File: config.mk
export PLATFORM = sky130hd
export DESIGN_NAME = heartbeat_rate_detector_top
export DESIGN_NICKNAME = d
export VERILOG_FILES = /design/src/rtl/core/hrd_pkg.sv /design/src/rtl/core/hrd_front.sv /design/src/rtl/core/hrd_queue.sv /design/src/rtl/core/hrd_back.sv /design/src/rtl/core/heartbeat_rate_detector_top.sv
export VERILOG_INCLUDE_DIRS = /design/src /design/src/rtl/core
export SDC_FILE = /design/constraint.sdc
export NUM_CORES = 1
export LEC_CHECK = 0
export ABC_CLOCK_PERIOD_IN_PS = 5560
export BUFFER_PORTS_ARGS = -buffer_cell sky130_fd_sc_hd__clkbuf_2
export CAP_MARGIN = 40
export CORE_AREA = 3 3 139 141
export DETAILED_ROUTE_END_ITERATION = 10
export DIE_AREA = 0 0 142 144
export PLACE_DENSITY = 0.69
export SYNTH_ARGS = -nofsm -noshare
export SYNTH_HDL_FRONTEND = slang
export SYNTH_HIERARCHICAL = 1
export SYNTH_SLANG_ARGS = --single-unit
export TNS_END_PERCENT = 30
File: constraint.sdc
create_clock -name clk -period 5.56 [get_ports clk]
set_clock_uncertainty 0.1 [all_clocks]
set_input_delay 1.112 -clock clk [delete_from_list [all_inputs] [get_ports clk]]
set_output_delay 1.112 -clock clk [all_outputs]
set_load 0.01 [all_outputs]
File: src/rtl/core/assert_macros.svh
// Assertion macros shared by the heartbeat rate detector RTL.
`ifndef ASSERT_MACROS_SVH
`define ASSERT_MACROS_SVH

// Check that a condition holds at every clock edge outside reset.
`define HRD_ASSERT(label, expr, msg) \
  label: assert property (@(posedge clk) disable iff (!rst_n) (expr)) else $error(msg);

// Check that a condition leads to a consequence at the same edge.
`define HRD_ASSERT_IMPL(label, ante, cons, msg) \
  label: assert property (@(posedge clk) disable iff (!rst_n) (ante) |-> (cons)) else $error(msg);

// Check that a condition leads to a consequence at the next edge.
`define HRD_ASSERT_NEXT(label, ante, cons, msg) \
  label: assert property (@(posedge clk) disable iff (!rst_n) (ante) |=> (cons)) else $error(msg);

`endif

File: src/rtl/core/hrd_pkg.sv
// Types, constants and register map of the heartbeat rate detector.
package hrd_pkg;

  // Field and counter widths
  localparam int PERIOD_BITS = 16;
  localparam int SAMPLE_W    = 10;
  localparam int HOLD_W      = 8;
  localparam int RATE_W      = 16;
  localparam int PADDR_W     = 4;
  localparam int PDATA_W     = 32;
  localparam int DIV_CNT_W   = $clog2(RATE_W);

  // Queue between front and back
  localparam int QUEUE_DEPTH = 2;
  localparam int QPTR_W      = $clog2(QUEUE_DEPTH);
  localparam int QCNT_W      = $clog2(QUEUE_DEPTH + 1);

  localparam logic [PERIOD_BITS-1:0] PERIOD_MAX = '1;
  localparam logic [RATE_W-1:0]      RATE_SAT   = '1;

  // Register indexes (paddr[3:2])
  localparam logic [1:0] REG_HIGH_THR  = 2'd0;
  localparam logic [1:0] REG_LOW_THR   = 2'd1;
  localparam logic [1:0] REG_HOLD      = 2'd2;
  localparam logic [1:0] REG_RATE_CONST = 2'd3;

  // Register reset values
  localparam logic [SAMPLE_W-1:0] HIGH_THR_RST   = 10'd93;
  localparam logic [SAMPLE_W-1:0] LOW_THR_RST    = 10'd62;
  localparam logic [HOLD_W-1:0]   HOLD_RST       = 8'd10;
  localparam logic [RATE_W-1:0]   RATE_CONST_RST = 16'd60000;

  // One classified sample, handed from front to back
  typedef struct packed {
    logic                   beat;
    logic                   rate_valid;
    logic                   lit;
    logic [PERIOD_BITS-1:0] period;
  } job_t;

  typedef enum logic [1:0] {
    ST_IDLE,
    ST_DIV,
    ST_DONE
  } back_state_t;

endpackage

File: src/rtl/core/hrd_front.sv
// Front end: beat detection with hysteresis, period counter and indicator hold.
`include "assert_macros.svh"
module hrd_front import hrd_pkg::*; (
  input  logic                clk,
  input  logic                rst_n,
  input  logic                in_valid,
  output logic                in_ready,
  input  logic [SAMPLE_W-1:0] in_sample,
  input  logic [SAMPLE_W-1:0] high_thr,
  input  logic [SAMPLE_W-1:0] low_thr,
  input  logic [HOLD_W-1:0]   hold_cfg,
  input  logic                q_ready,
  output logic                q_push,
  output job_t                q_job
);

  logic                   disarmed_r, disarmed_nxt;
  logic                   seen_r, seen_nxt;
  logic [PERIOD_BITS-1:0] ticks_r, ticks_nxt;
  logic [HOLD_W-1:0]      hold_r, hold_nxt;
  logic                   still_disarmed;
  logic                   is_beat;
  logic [PERIOD_BITS-1:0] ticks_base;

  assign in_ready = q_ready;
  assign q_push   = in_valid & q_ready;

  // Classify the sample: re-arm check first, then beat check
  always_comb begin
    still_disarmed = disarmed_r & ~(in_sample < low_thr);
    is_beat        = (in_sample > high_thr) & ~still_disarmed;

    q_job.beat       = is_beat;
    q_job.rate_valid = is_beat & seen_r;
    q_job.period     = ticks_r;
    q_job.lit        = is_beat | (hold_r != '0);

    if (is_beat) begin
      seen_nxt     = 1'b1;
      disarmed_nxt = 1'b1;
      ticks_base   = '0;
      hold_nxt     = hold_cfg;
    end else begin
      seen_nxt     = seen_r;
      disarmed_nxt = still_disarmed;
      ticks_base   = ticks_r;
      hold_nxt     = (hold_r != '0) ? hold_r - 1'b1 : hold_r;
    end

    // Advance the tick counter, saturating at its limit
    ticks_nxt = (ticks_base != PERIOD_MAX) ? ticks_base + 1'b1 : ticks_base;
  end

  // Update detector state on every accepted item
  always_ff @(posedge clk) begin
    if (!rst_n) begin
      disarmed_r <= 1'b0;
      seen_r     <= 1'b0;
      ticks_r    <= '0;
      hold_r     <= '0;
    end else if (q_push) begin
      disarmed_r <= disarmed_nxt;
      seen_r     <= seen_nxt;
      ticks_r    <= ticks_nxt;
      hold_r     <= hold_nxt;
    end
  end

  `HRD_ASSERT_NEXT(a_beat_disarms, q_push && is_beat, disarmed_r && seen_r, "beat must disarm and mark seen")

endmodule

File: src/rtl/core/hrd_queue.sv
// Short queue of classified items between front and back.
`include "assert_macros.svh"
module hrd_queue import hrd_pkg::*; (
  input  logic clk,
  input  logic rst_n,
  input  logic push,
  input  job_t push_job,
  output logic push_ready,
  input  logic pop,
  output logic pop_valid,
  output job_t pop_job
);

  job_t              mem_r [QUEUE_DEPTH];
  logic [QPTR_W-1:0] wr_ptr_r, rd_ptr_r;
  logic [QCNT_W-1:0] count_r;

  assign push_ready = (count_r != QCNT_W'(QUEUE_DEPTH));
  assign pop_valid  = (count_r != '0);
  assign pop_job    = mem_r[rd_ptr_r];

  // Hold entries
  always_ff @(posedge clk) begin
    if (push) begin
      mem_r[wr_ptr_r] <= push_job;
    end
  end

  // Advance pointers and fill count
  always_ff @(posedge clk) begin
    if (!rst_n) begin
      wr_ptr_r <= '0;
      rd_ptr_r <= '0;
      count_r  <= '0;
    end else begin
      if (push) begin
        wr_ptr_r <= (wr_ptr_r == QPTR_W'(QUEUE_DEPTH - 1)) ? '0 : wr_ptr_r + 1'b1;
      end
      if (pop) begin
        rd_ptr_r <= (rd_ptr_r == QPTR_W'(QUEUE_DEPTH - 1)) ? '0 : rd_ptr_r + 1'b1;
      end
      if (push && !pop) begin
        count_r <= count_r + 1'b1;
      end else if (pop && !push) begin
        count_r <= count_r - 1'b1;
      end
    end
  end

  `HRD_ASSERT(a_count_bound, count_r <= QCNT_W'(QUEUE_DEPTH), "queue count beyond depth")
  `HRD_ASSERT_IMPL(a_no_overflow, push, push_ready, "push into full queue")
  `HRD_ASSERT_IMPL(a_no_underflow, pop, pop_valid, "pop from empty queue")

endmodule

File: src/rtl/core/hrd_back.sv
// Back end: bit-serial rate division and the result register.
`include "assert_macros.svh"
module hrd_back import hrd_pkg::*; (
  input  logic              clk,
  input  logic              rst_n,
  input  logic              q_valid,
  input  job_t              q_job,
  output logic              q_pop,
  input  logic [RATE_W-1:0] rate_const,
  output logic              out_valid,
  input  logic              out_ready,
  output logic              out_beat,
  output logic              out_rate_valid,
  output logic [RATE_W-1:0] out_rate_tenths,
  output logic              out_indicator_on
);

  back_state_t            state_r, state_nxt;
  logic                   beat_r, beat_nxt;
  logic                   rv_r, rv_nxt;
  logic                   lit_r, lit_nxt;
  logic [PERIOD_BITS-1:0] div_r, div_nxt;
  logic [PERIOD_BITS-1:0] rem_r, rem_nxt;
  logic [RATE_W-1:0]      quo_r, quo_nxt;
  logic [DIV_CNT_W-1:0]   cnt_r, cnt_nxt;
  logic [PERIOD_BITS:0]   trial;
  logic [PERIOD_BITS:0]   diff;
  logic                   fits;

  // One restoring-division step: shift in the next dividend bit
  always_comb begin
    trial = {rem_r, quo_r[RATE_W-1]};
    diff  = trial - {1'b0, div_r};
    fits  = (trial >= {1'b0, div_r});
  end

  // Sequence: take an item, divide if needed, present the result
  always_comb begin
    state_nxt = state_r;
    beat_nxt  = beat_r;
    rv_nxt    = rv_r;
    lit_nxt   = lit_r;
    div_nxt   = div_r;
    rem_nxt   = rem_r;
    quo_nxt   = quo_r;
    cnt_nxt   = cnt_r;
    q_pop     = 1'b0;
    unique case (state_r)
      ST_IDLE: begin
        if (q_valid) begin
          q_pop    = 1'b1;
          beat_nxt = q_job.beat;
          rv_nxt   = q_job.rate_valid;
          lit_nxt  = q_job.lit;
          div_nxt  = q_job.period;
          rem_nxt  = '0;
          cnt_nxt  = '0;
          if (q_job.rate_valid && (q_job.period != '0)) begin
            quo_nxt   = rate_const;
            state_nxt = ST_DIV;
          end else begin
            quo_nxt   = q_job.rate_valid ? RATE_SAT : '0;
            state_nxt = ST_DONE;
          end
        end
      end
      ST_DIV: begin
        rem_nxt = fits ? diff[PERIOD_BITS-1:0] : trial[PERIOD_BITS-1:0];
        quo_nxt = {quo_r[RATE_W-2:0], fits};
        cnt_nxt = cnt_r + 1'b1;
        if (cnt_r == DIV_CNT_W'(RATE_W - 1)) begin
          state_nxt = ST_DONE;
        end
      end
      ST_DONE: begin
        if (out_ready) begin
          state_nxt = ST_IDLE;
        end
      end
      default: state_nxt = ST_IDLE;
    endcase
  end

  // State register
  always_ff @(posedge clk) begin
    if (!rst_n) begin
      state_r <= ST_IDLE;
    end else begin
      state_r <= state_nxt;
    end
  end

  // Payload and divider registers
  always_ff @(posedge clk) begin
    beat_r <= beat_nxt;
    rv_r   <= rv_nxt;
    lit_r  <= lit_nxt;
    div_r  <= div_nxt;
    rem_r  <= rem_nxt;
    quo_r  <= quo_nxt;
    cnt_r  <= cnt_nxt;
  end

  assign out_valid        = (state_r == ST_DONE);
  assign out_beat         = beat_r;
  assign out_rate_valid   = rv_r;
  assign out_rate_tenths  = quo_r;
  assign out_indicator_on = lit_r;

  `HRD_ASSERT_IMPL(a_rate_zero, out_valid && !out_rate_valid, out_rate_tenths == '0, "rate without valid period")
  `HRD_ASSERT_NEXT(a_div_ends, (state_r == ST_DIV) && (cnt_r == DIV_CNT_W'(RATE_W - 1)), state_r == ST_DONE, "division overran")

endmodule

File: src/rtl/core/heartbeat_rate_detector_top.sv
// Top level of the heartbeat rate detector: register file and block wiring.
//
//   Port group   Direction  Handshake                Payload
//   in_*         in         in_valid / in_ready      in_sample
//   out_*        out        out_valid / out_ready    out_beat, out_rate_valid,
//                                                    out_rate_tenths, out_indicator_on
//   APB          in/out     psel, penable, pready    paddr, pwdata, prdata
//
// The front classifies a sample in the cycle it is accepted and queues it (two entries).
// The back takes an item from the queue, runs the serial divider when a rate is due, and
// presents the result until out_ready; it takes no new item before the result is taken,
// so the divider bounds the sustained rate of items that carry a rate.
// Reset is synchronous on rst_n; a stalled out_ready fills the queue and then drops in_ready.
module heartbeat_rate_detector_top import hrd_pkg::*; (
  input  logic                clk,
  input  logic                rst_n,
  input  logic                in_valid,
  output logic                in_ready,
  input  logic [SAMPLE_W-1:0] in_sample,
  output logic                out_valid,
  input  logic                out_ready,
  output logic                out_beat,
  output logic                out_rate_valid,
  output logic [RATE_W-1:0]   out_rate_tenths,
  output logic                out_indicator_on,
  input  logic                psel,
  input  logic                penable,
  input  logic                pwrite,
  input  logic [PADDR_W-1:0]  paddr,
  input  logic [PDATA_W-1:0]  pwdata,
  output logic [PDATA_W-1:0]  prdata,
  output logic                pready
);

  logic [SAMPLE_W-1:0] high_thr_r;
  logic [SAMPLE_W-1:0] low_thr_r;
  logic [HOLD_W-1:0]   hold_r;
  logic [RATE_W-1:0]   rate_const_r;
  logic [1:0]          reg_idx;
  logic                wr_en;
  logic                q_push, q_push_ready, q_pop, q_valid;
  job_t                push_job, pop_job;

  assign pready  = 1'b1;
  assign reg_idx = paddr[3:2];
  assign wr_en   = psel & penable & pwrite & pready;

  // Write configuration registers
  always_ff @(posedge clk) begin
    if (!rst_n) begin
      high_thr_r   <= HIGH_THR_RST;
      low_thr_r    <= LOW_THR_RST;
      hold_r       <= HOLD_RST;
      rate_const_r <= RATE_CONST_RST;
    end else if (wr_en) begin
      unique case (reg_idx)
        REG_HIGH_THR:   high_thr_r   <= pwdata[SAMPLE_W-1:0];
        REG_LOW_THR:    low_thr_r    <= pwdata[SAMPLE_W-1:0];
        REG_HOLD:       hold_r       <= pwdata[HOLD_W-1:0];
        REG_RATE_CONST: rate_const_r <= pwdata[RATE_W-1:0];
        default: ;
      endcase
    end
  end

  // Read back configuration registers
  always_comb begin
    unique case (reg_idx)
      REG_HIGH_THR:   prdata = PDATA_W'(high_thr_r);
      REG_LOW_THR:    prdata = PDATA_W'(low_thr_r);
      REG_HOLD:       prdata = PDATA_W'(hold_r);
      REG_RATE_CONST: prdata = PDATA_W'(rate_const_r);
      default:        prdata = '0;
    endcase
  end

  hrd_front u_front (
    .clk       (clk),
    .rst_n     (rst_n),
    .in_valid  (in_valid),
    .in_ready  (in_ready),
    .in_sample (in_sample),
    .high_thr  (high_thr_r),
    .low_thr   (low_thr_r),
    .hold_cfg  (hold_r),
    .q_ready   (q_push_ready),
    .q_push    (q_push),
    .q_job     (push_job)
  );

  hrd_queue u_queue (
    .clk        (clk),
    .rst_n      (rst_n),
    .push       (q_push),
    .push_job   (push_job),
    .push_ready (q_push_ready),
    .pop        (q_pop),
    .pop_valid  (q_valid),
    .pop_job    (pop_job)
  );

  hrd_back u_back (
    .clk              (clk),
    .rst_n            (rst_n),
    .q_valid          (q_valid),
    .q_job            (pop_job),
    .q_pop            (q_pop),
    .rate_const       (rate_const_r),
    .out_valid        (out_valid),
    .out_ready        (out_ready),
    .out_beat         (out_beat),
    .out_rate_valid   (out_rate_valid),
    .out_rate_tenths  (out_rate_tenths),
    .out_indicator_on (out_indicator_on)
  );

endmodule

Yosys cells after proc, flatten, opt, wreduce, memory -nomap -nowiden
Memory sizes are Yosys's and may differ from the RTL's. A register that Yosys moved wholly into a read port is not among the register bits.
Index checks and enable logic that the tools add are counted.
Word-level totals
  register bits after elaboration: 131
  memory bits (writable): 38
  output and inout bits: 54
  logic and storage cells: 103
  memories kept: 1
Memories
  u_queue.mem_r: words 2, bits a word 19, rd ports 1, clocked after Yosys merged registers in 1, write ports 1, line hrd_queue.sv:14  | job_t mem_r [QUEUE_DEPTH];
Cells by class
  add/sub/neg operators: 8
  $lt $le $gt $ge: 3
  equality and inequality tests: 11
  multiplexer cells: 30
  bitwise operators: 9
  reductions and logical operators: 22
Operator list (number)
  $pmux 32 s4: 1
  $mux 16: 7
  $pmux 16 s2: 2
  $ge 17x16->1: 1
  $add 16x1->16 const B: 1
  $mux 8: 2
  $ne 16x16->1 const B: 1
  $reduce_and 2->1: 8
  $reduce_bool 16->1: 1
  $sub 16x16->16: 1
  $mux 2: 6
  $gt 10x10->1: 1
  $lt 10x10->1: 1
  $mux 1: 9
  $pmux 4 s2: 1
  $reduce_bool 2->1: 4
  $reduce_bool 8->1: 1
  $sub 8x1->8 const B: 1
  $and 1x1->1: 6
  $eq 2x2->1 const B: 3
  $pmux 2 s3: 1
  $add 4x1->4 const B: 1
  $eq 2x1->1 const B: 2
  $eq 4x4->1 const B: 1
  other kinds (12): 20

Logic depth before layout (Yosys ltp)
Gate-level depths: netlist of run 1.
  depth after elaboration: 8
  depth in mapped cells: 17
  mapped depth without buffers: 16

Cells and area by module
The synthesis of run 1 kept the hierarchy.
Modules (own cells, without submodules)
  hrd_back: instances 1, cells an instance 306, area an instance 3259.4 µm²
  heartbeat_rate_detector_top: instances 1, cells an instance 218, area an instance 2107.0 µm²
  hrd_front: instances 1, cells an instance 278, area an instance 2054.5 µm²
  hrd_queue: instances 1, cells an instance 81, area an instance 1590.3 µm²

Least setup slack after synthesis of run 1
No wires, ideal clock.
  kind: input-to-reg
  start: in in_sample[7]
  end: reg u_front.ticks_r[15]
  arrival: 4.183 ns
  data required time: 5.332 ns
  path slack: 1.149 ns
  stages on the path: 16
  buffers on the path: 1
  path through: ha_1 > a211oi_2 > nor2_1 > or3_1 > o21ai_2 > nand2_2 > clkbuf_1 > and2_1 > ha_1 > nand3_1 > nor4_1 > a21oi_2 > nand3_1 > a2111oi_0 > xnor2_1 > nor2_1
On the way
  word-level cells in the longest chain between the ends: 8
  elaborated cells between the ends (all ways): 10
Ends and longest elaborated chain
  start, declared: line heartbeat_rate_detector_top.sv:19  | input logic [SAMPLE_W-1:0] in_sample,
  $lt 10x10->1: line hrd_front.sv:30  | still_disarmed = disarmed_r & ~(in_sample < low_thr);
  $not 1->1: line hrd_front.sv:30
  $and 1x1->1: line hrd_front.sv:30
  $not 1->1: line hrd_front.sv:31  | is_beat = (in_sample > high_thr) & ~still_disarmed;
  $and 1x1->1 *: line hrd_front.sv:31
  $mux 16 *: line hrd_front.sv:38  | if (is_beat) begin
  $add 16x1->16 / $ne 16x16->1 (equally long branches): line hrd_front.sv:51  | ticks_nxt = (ticks_base != PERIOD_MAX) ? ticks_base + 1'b1 : ticks_base;
  $mux 16 *: line hrd_front.sv:51
  end signal, assigned: line hrd_front.sv:64  | ticks_r <= ticks_nxt;
  end, declared: line hrd_front.sv:19  | logic [PERIOD_BITS-1:0] ticks_r, ticks_nxt;
Every way passes the cells marked *; elsewhere a longest branch is shown, timed or not.
A chain may end at the register's enable or synchronous reset.

Worst setup path in the final report of run 1
Ends and elaborated chain as after synthesis.

==> results of run 1 <==
[cell families after synthesis]
| logic type | Yosys count | synth area share (%) |
|---|---|---|
| AO/OA/AOI/OAI | 182 | 13.3 |
| XOR/XNOR | 17 | 1.65 |
| adder cells (fa/ha/maj) | 40 | 5.64 |
| buffers and inverters | 119 | 6.40 |
| flip-flops | 170 | 48.1 |
| multiplexers | 81 | 10.4 |
| other | 2 | 0.0833 |
| AND/OR/NAND/NOR | 272 | 14.4 |
[worst max-delay path, cell delays in order]
cell and delay [ns]:
clkbuf_2 0.10, ha_1 0.32, a211oi_2 0.22, nor2_1 0.07, or3_1 0.41, o21ai_2 0.13, buf_4 0.23, nand2_2 0.10
and2_1 0.20, ha_1 0.25, nand3_1 0.15, nor4_1 0.11, a21oi_2 0.19, nand3_1 0.17, a2111oi_0 0.58, xnor2_1 0.18
nor2_1 0.05
[worst min-delay path by stage]
stage | from | to | slack, ns | cells after the start
6_report | u_front/seen_r | u_front/seen_r | 0.36 | 2
3_3_place_gp | u_front/ticks_r[11] | u_queue/mem_r[0][11] | 0.34 | 0
4_1_cts | u_front/seen_r | u_front/seen_r | 0.36 | 2
5_1_grt | u_front/ticks_r[11] | u_queue/mem_r[0][11] | 0.40 | 0
2_1_floorplan | u_front/ticks_r[11] | u_queue/mem_r[0][11] | 0.33 | 0
3_5_place_dp | u_front/seen_r | u_front/seen_r | 0.35 | 2
[report_power, final]
part / total [µW] / switching, µW / internal (µW)
Sequential: 1860 / 150 / 1710
Clock: 1160 / 488 / 668
Combinational: 2100 / 1280 / 815
[area by class of cell]
| class | instances | area [µm²] | share of cell area [%] |
|---|---|---|---|
| timing repair buffer | 85 | 475 | 4.72 |
| clock inverter | 13 | 145 | 1.44 |
| clock buffer | 19 | 433 | 4.30 |
| sequential | 170 | 4330 | 43.1 |
| inverter | 59 | 221 | 2.20 |
| multi-input combinational | 609 | 4170 | 41.4 |
| tap | 229 | 287 | 2.85 |
[through the flow]
step,utilization [%],instances,setup slack (ns)
after global placement,52.3,1150,0.865
after detailed placement,52.5,1152,0.784
after global routing,55.6,1184,0.990
after floorplan,-,898,1.15
after CTS,55.6,1184,1.21
final,55.6,1184,1.19
[cell usage in the layout (no fill, tap or decap), types with 21 or more instances in the layout]
master and count:
edfxtp_1 93, nand3_1 22, nor2_1 69, nand2_1 95
mux2_1 21, a21oi_1 33, clkbuf_2 71, inv_1 55
ha_1 39, dfxtp_1 77, mux2i_1 52, o21ai_0 55
[flip-flops by register name, summed over array words and instances, names as in the netlist, 2 cells and up, named ones only]
signal,flops
low_thr_r,10
u_front/ticks_r,16
u_back/out_rate_tenths,16
u_queue/mem_r,38
u_back/div_r,16
high_thr_r,10
u_back/cnt_r,4
rate_const_r,16
u_back/state_r,2
u_back/rem_r,16
u_front/hold_r,8
hold_r,8
u_queue/count_r,2
[layer usage]
layer  wire length, µm  GRT usage [%]
met4               258           6.41
met3               785           3.31
met1              9100           26.0
met2              9380           30.9
met5                 0              0
==> metrics.md, run 1 <==
| Metric | Value |
|---|---|
| DP Area | `about 9500 µm²` |
| Core Area | `about 18,000 µm²` |
| Maximum fanout along the worst path | `16` |
| Fillers | `around 1,600` |
| # port buffers | `slightly above 70` |
| Diodes inserted | `0` |
| Final hold violation count | `0` |
| Overflow after GRT | `0` |
| Area growth syn-to-layout | `11.7%` |
| Row count | `49` |
| Die Y | `between 100 and 150 µm` |
| Buffer depth of the longest clock path | `2` |
| Max-slew violation count | `0` |
| Area leader, netlist | `edfxtp_1` |
| Sinks on Clock Net | `170` |
| Post_cts resized | `0` |
| Placer Congestion | `0.843` |
| Gr usage total | `a little under a fifth` |
| Ports | `~110` |
| Layout cells sized above 1 | `between 10% and 20%` |
| Initial antenna violation count | `0` |
| Setup TNS | `0 ns` |
| Top cells by area, synth | `edfxtp_1, dfxtp_1, mux2i_1` |
| Wirelength per Cell | `around 16 µm` |
| Overall Power | `5120 µW` |
| Clock root cell | `clkbuf_16` |
| Detailed-router iteration count before antenna repair | `5` |
| DRT iter0 DRCs | `~390` |
| Clock Latency Late Sink | `around 0.43 ns` |
| Fin area | `10,100 µm²` |
| Synth Register Bits | `between 150 and 200` |
| Count of endpoints failing setup in the final report | `0` |
| Detailed Route WL | `between 15,000 and 20,000 µm` |
| Antenna Nets Post-Route | `0` |
| Die width | `~140 µm` |
| Clock-pin slew on the worst setup and hold paths | `approximately 0.06 ns` |
| CP endpoint | `u_front/ticks_r[15]` |
| CTS buffer count | `17` |
| DR DRC count | `0` |
| Static leakage | `just over 0.004 µW` |
| Cell Area, Synth | `~9000 µm²` |
| Max_cap viols | `0` |
| RSZ-0062 raised after global routing | `false` |
| Critical path required time | `~5.8 ns` |
| Largest net degree at the start of global routing | `46` |
| Worst hold path class | `reg2reg` |
| Synth async-reset ratio | `0%` |
| Number of flops mapped to enable cells by yosys | `93` |
| Slew headroom | `53.9%` |
| CP Class | `in2reg` |
| Most frequent cell after synthesis | `nand2_1` |
| Crit path capture type | `flop` |
| Initial core utilization | `between 40% and 50%` |
| Startpoint types | `input pin` |
| Register-to-Register Path Depth | `17` |
| Ys flop type | `edfxtp_1` |
| Actual slew at the worst max-slew pin | `0.692 ns` |
| RR Endpoint | `u_front/ticks_r[15]` |
| Power density of the placed cells | `about 510 nW/µm²` |
| Library cells used by synthesis | `a little over 70` |
| Mean post-synth cell area | `~10 µm²` |
| TritonCTS clock tree | `done` |
| Via Count | `between 6,000 and 7,000` |
| Vias per std cell | `about 5.6` |
| First-pass GRT wire length | `31,000 µm` |
| Commonest cells post-synth | `nand2_1, edfxtp_1, dfxtp_1, nor2_1` |
| Yosys warns | `6` |
| Die ar. | `20,400 µm²` |
| Critical Path Start | `in_sample[7]` |
| Half-perimeter wire length after placement | `approximately 14,000 µm` |
| Sequential area share after synthesis | `48.1%` |
| Vias in the first global route | `around 6,200` |
| Nets | `between 1,000 and 1,500` |
| Top-area cell type share of the netlist area | `31.0%` |
| Max frequency | `0.229 GHz` |
| Worst R2R Start | `low_thr_r[7]` |
| Mapped Cells | `883` |
| Peak VDD IR | `about 0.00025 V` |
| Status | `finished, final reports clean` |
| Period minus WS final | `around 4.4 ns` |
| Reg2Reg Setup Slack | `between 1.5 and 2 ns` |
| Final worst path period share | `between 70% and 80%` |
| Post CTS Setup Buffer Count | `0` |
| H-tree depth | `4` |
| Hold WS | `0.361 ns` |
| Critical Path AT | `roughly 4.6 ns` |
| Total of hold buffers inserted after clock tree synthesis | `0` |
Note: power is estimated with default switching activity, not from simulation.
==> inputs of run 2 (changes only) <==
- ABC_AREA: not set -> 1
- ABC_CLOCK_PERIOD_IN_PS: 5560 -> 3700
- CORE_AREA: 3 3 139 141 -> 3 3 144 146
- DIE_AREA: 0 0 142 144 -> 0 0 147 149
- PLACE_DENSITY: 0.69 -> 0.72
- clock period: 5.56 -> 3.7 ns (I/O delays scaled with it)
==> run 2 against run 1 <==
  * Sequential power is 53% higher
  * Via count is 18% higher
  * Register-to-register slack worse by 0.91 ns
  * Critical path depth up 4
  * Combinational power increased by 72%
  * Sequential share of layout area is 3.0 points lower
  * Global-route usage down 0.061 points
  * Power grew 59%
  * Die area increased by 7.1%
  * Largest cell class is now multi-input gates
  * Highest routed layer unchanged
==> metrics.md, run 2 <==
| Metric | Value |
|---|---|
| Vias per std cell | `4.94 (-11%)` |
| Commonest non-fill, non-tap cell in the layout | `nand2_1` |
| Max frequency | `~0.33 GHz` |
| Post CTS Setup Buffer Count | `0 (unchanged)` |
| CP Class | `in2reg` |
| Sinks on Clock Net | `170 (unchanged)` |
| Hold path depth | `2 (unchanged)` |
| Post_cts resized | `0 (unchanged)` |
| RR Endpoint | `u_front/ticks_r[11]` |
| TritonCTS clock tree | `done` |
| Clock Power Share | `20.9% (-1.7 points)` |
| Mean post-synth cell area | `7.89 µm² (-23%)` |
| Overflow after GRT | `0 (unchanged)` |
| Area growth syn-to-layout | `11.1%` |
| Detailed Route WL | `20,700 µm (+6.0%)` |
| Crit path capture type | `flop` |
| Static leakage | `0.00515 µW (+27%)` |
| Library cells used by synthesis | `43 (-40%)` |
| Area leader, netlist | `edfxtp_1` |
| Ys flop type | `edfxtp_1` |
| Worst R2R Start | `low_thr_r[9]` |
| Post-Layout Cell Count | `1,581 (+34%)` |
| Largest net degree at the start of global routing | `37 (-20%)` |
| First-pass GRT wire length | `34,000 µm (+9.6%)` |
| Largest Register | `u_queue/mem_r` |
| Top-area cell type share of the netlist area | `28.7% (-2.3 points)` |
| Gr usage total | `18.9% (-0.061 points)` |
| Antenna Nets Post-Route | `0 (unchanged)` |
| Peak VDD IR | `0.000364 V (+46%)` |
| # port buffers | `71 (unchanged)` |
| Count of endpoints failing setup in the final report | `0 (unchanged)` |
| Fillers | `1,840 (+16%)` |
| Die Y | `149 µm (+3.5%)` |
| Critical path required time | `3.91 ns (-1.84 ns)` |
| Detailed-router iteration count before antenna repair | `4 (-1)` |
| Comb power frac | `44.3% (+3.3 points)` |
| DR DRC count | `0 (unchanged)` |
| Wirelength per Cell | `13.1 µm (-21%)` |
| Startpoint types | `input pin` |
| Cells after DPL | `1,549 (+34%)` |
| Most frequent cell after synthesis | `nand2_1` |
| Synth Register Bits | `170 (unchanged)` |
| Clock Latency Late Sink | `0.42 ns (about the same)` |
| Initial core utilization | `49.8% (about the same)` |
| Register-to-Register Path Depth | `20 (+3)` |
| Ports | `107 (unchanged)` |
| Sequential area share after synthesis | `44.5% (-3.6 points)` |
| Number of flops mapped to enable cells by yosys | `93 (unchanged)` |
| Hold WS | `0.367 ns (+0.00560 ns)` |
| Setup TNS | `0 ns (unchanged)` |
| Final hold violation count | `0 (unchanged)` |
| Die width | `147 µm (+3.5%)` |
| Clock root cell | `clkbuf_16` |
| Actual slew at the worst max-slew pin | `0.751 ns (+0.0590 ns)` |
| Critical Path AT | `3.24 ns (-1.33 ns)` |
| RSZ-0062 raised after global routing | `false` |
| Max_cap viols | `0 (unchanged)` |
| Nets | `1,396 (+35%)` |
| Core Area | `19,500 µm² (+8.0%)` |
| Min-Delay Endpoint | `u_front/hold_r[7]` |
| Slew headroom | `49.8% (-4.1 points)` |
| Period minus WS final | `between 3 and 4 ns` |
| Largest register FFs | `38 (unchanged)` |
| Via Count | `7,806 (+18%)` |
| CTS buffer count | `17 (unchanged)` |
| DRT iter0 DRCs | `451 (+16%)` |
| Commonest cells post-synth | `nand2_1, inv_1, nor2_1, edfxtp_1, dfxtp_1` |
| Reg2Reg Setup Slack | `0.67 ns (-0.91 ns)` |
| Yosys warns | `6 (unchanged)` |
| Placer Congestion | `0.895 (+6.1%)` |
| Clock-pin slew on the worst setup and hold paths | `0.07 ns (about the same)` |
| Cell Area, Synth | `9730 µm² (+8.0%)` |
| Half-perimeter wire length after placement | `15,500 µm (+11%)` |
| Share of power burned in registers | `34.8% (-1.6 points)` |
| Hold_sp | `u_front/hold_r[7]` |
| Row count | `51 (+4.1%)` |
| Worst hold path class | `reg2reg` |
| Status | `finished, final reports clean` |
| Total of hold buffers inserted after clock tree synthesis | `0 (unchanged)` |
| Final worst path period share | `~82%` |
| Net Switching | `3400 µW (+77%)` |
| Max-slew violation count | `0 (unchanged)` |
| Synth async-reset ratio | `0% (unchanged)` |
| Vias in the first global route | `7,119 (+15%)` |
| Buffer depth of the longest clock path | `2 (unchanged)` |
| Final WS setup | `0.674 ns (-0.512 ns)` |
| Maximum fanout along the worst path | `11 (-5)` |
| Internal Pwr Total | `4760 µW (+49%)` |
| Switch share | `41.6% (+4.1 points)` |
| Diodes inserted | `0 (unchanged)` |
| Overall Power | `8160 µW (+59%)` |
| Mapped Cells | `1,234 (+40%)` |
| Layout cells sized above 1 | `16.6% (+1.5 points)` |
| Commonest non-fill, non-tap cells in the layout | `nand2_1, inv_1, nor2_1` |
| Setup WS pre-CTS | `0.267 ns (-0.518 ns)` |
| H-tree depth | `4 (unchanged)` |
| Initial antenna violation count | `0 (unchanged)` |
| Power density of the placed cells | `755 nW/µm² (+48%)` |
| Die ar. | `21,900 µm² (+7.1%)` |
| Top cells by area, synth | `edfxtp_1, dfxtp_1, nand2_1` |
## run 2: cell count changes after synthesis, sizes merged, moves of 10 or more
cell,delta
and3,-10
clkbuf,-17
inv,+116
mux2i,-52
nand2,+282
nand3,+60
nand4,+17
nor2,+111
o21ai,-29
## run 2: routing by layer
metal | track usage (%) | wire length [µm] | vias to the layer above
met5 | 0 | 0 | -
met4 | 4.10 | 153 | 0
met3 | 3.10 | 863 | 13
met2 | 32.3 | 9790 | 161
met1 | 25.7 | 9880 | 3598
li1 | - | - | 4034
## run 2: critical path: stages
cell	delay [ns]
clkbuf_2	0.09
ha_1	0.31
nand2_2	0.10
inv_1	0.04
a21oi_1	0.16
nand2_1	0.07
nor2_1	0.11
nor2_2	0.08
nand2_4	0.13
nand2_1	0.09
inv_1	0.07
ha_1	0.16
inv_1	0.06
nor2_1	0.13
nand4_2	0.19
nor2_2	0.20
nand3_4	0.16
nand2_4	0.12
inv_2	0.05
a21oi_1	0.12
nor2_1	0.06
## run 2: cell type report
cell class	instances	area, µm²	share of cell area [%]
multi-input cells	854	4430	40.9
flip-flops and latches	170	4330	40.1
inverters	175	657	6.08
repair buffers	85	488	4.51
clock buffers	17	425	3.93
well taps	265	332	3.07
clock inverters	15	149	1.38
## run 2: stage by stage
stage | area, µm² | util (%)
after floorplan | 9790 | -
after global placement | 10200 | 52.2
after detailed placement | 10200 | 52.4
after CTS | 10800 | 55.4
after global routing | 10800 | 55.4
final | 10800 | 55.4
## run 2: worst max-delay path by stage
stage,from,end,cells after the start
floorplan,in_sample[9],u_front/ticks_r[11],22
global placement,in_sample[9],u_front/ticks_r[11],21
detailed placement,in_sample[9],u_front/ticks_r[11],21
CTS,low_thr_r[9],u_front/ticks_r[11],20
global route,low_thr_r[9],u_front/ticks_r[0],20
finish,in_sample[9],u_front/ticks_r[11],21
## run 2: kinds of logic (layout without fill, tap and decap cells)
logic type,Yosys count,in the layout,synth area share (%)
multiplexers,19,19,2.58
AND/OR/NAND/NOR,691,691,31.6
flip-flops,170,170,44.5
adder cells (fa/ha/maj),40,40,5.22
other,2,17,0.0772
buffers and inverters,225,292,10.7
XOR/XNOR,13,13,1.17
AO/OA/AOI/OAI,74,74,4.07
## run 2: power groups by stage
stage	clock network (µW)	logic (µW)	registers [µW]
after detailed placement	0	3590	2880
after CTS	1740	3620	2840
after floorplan	0	2790	2870
after global routing	1820	4080	2890
after global placement	0	3440	2890
final	1710	3610	2840
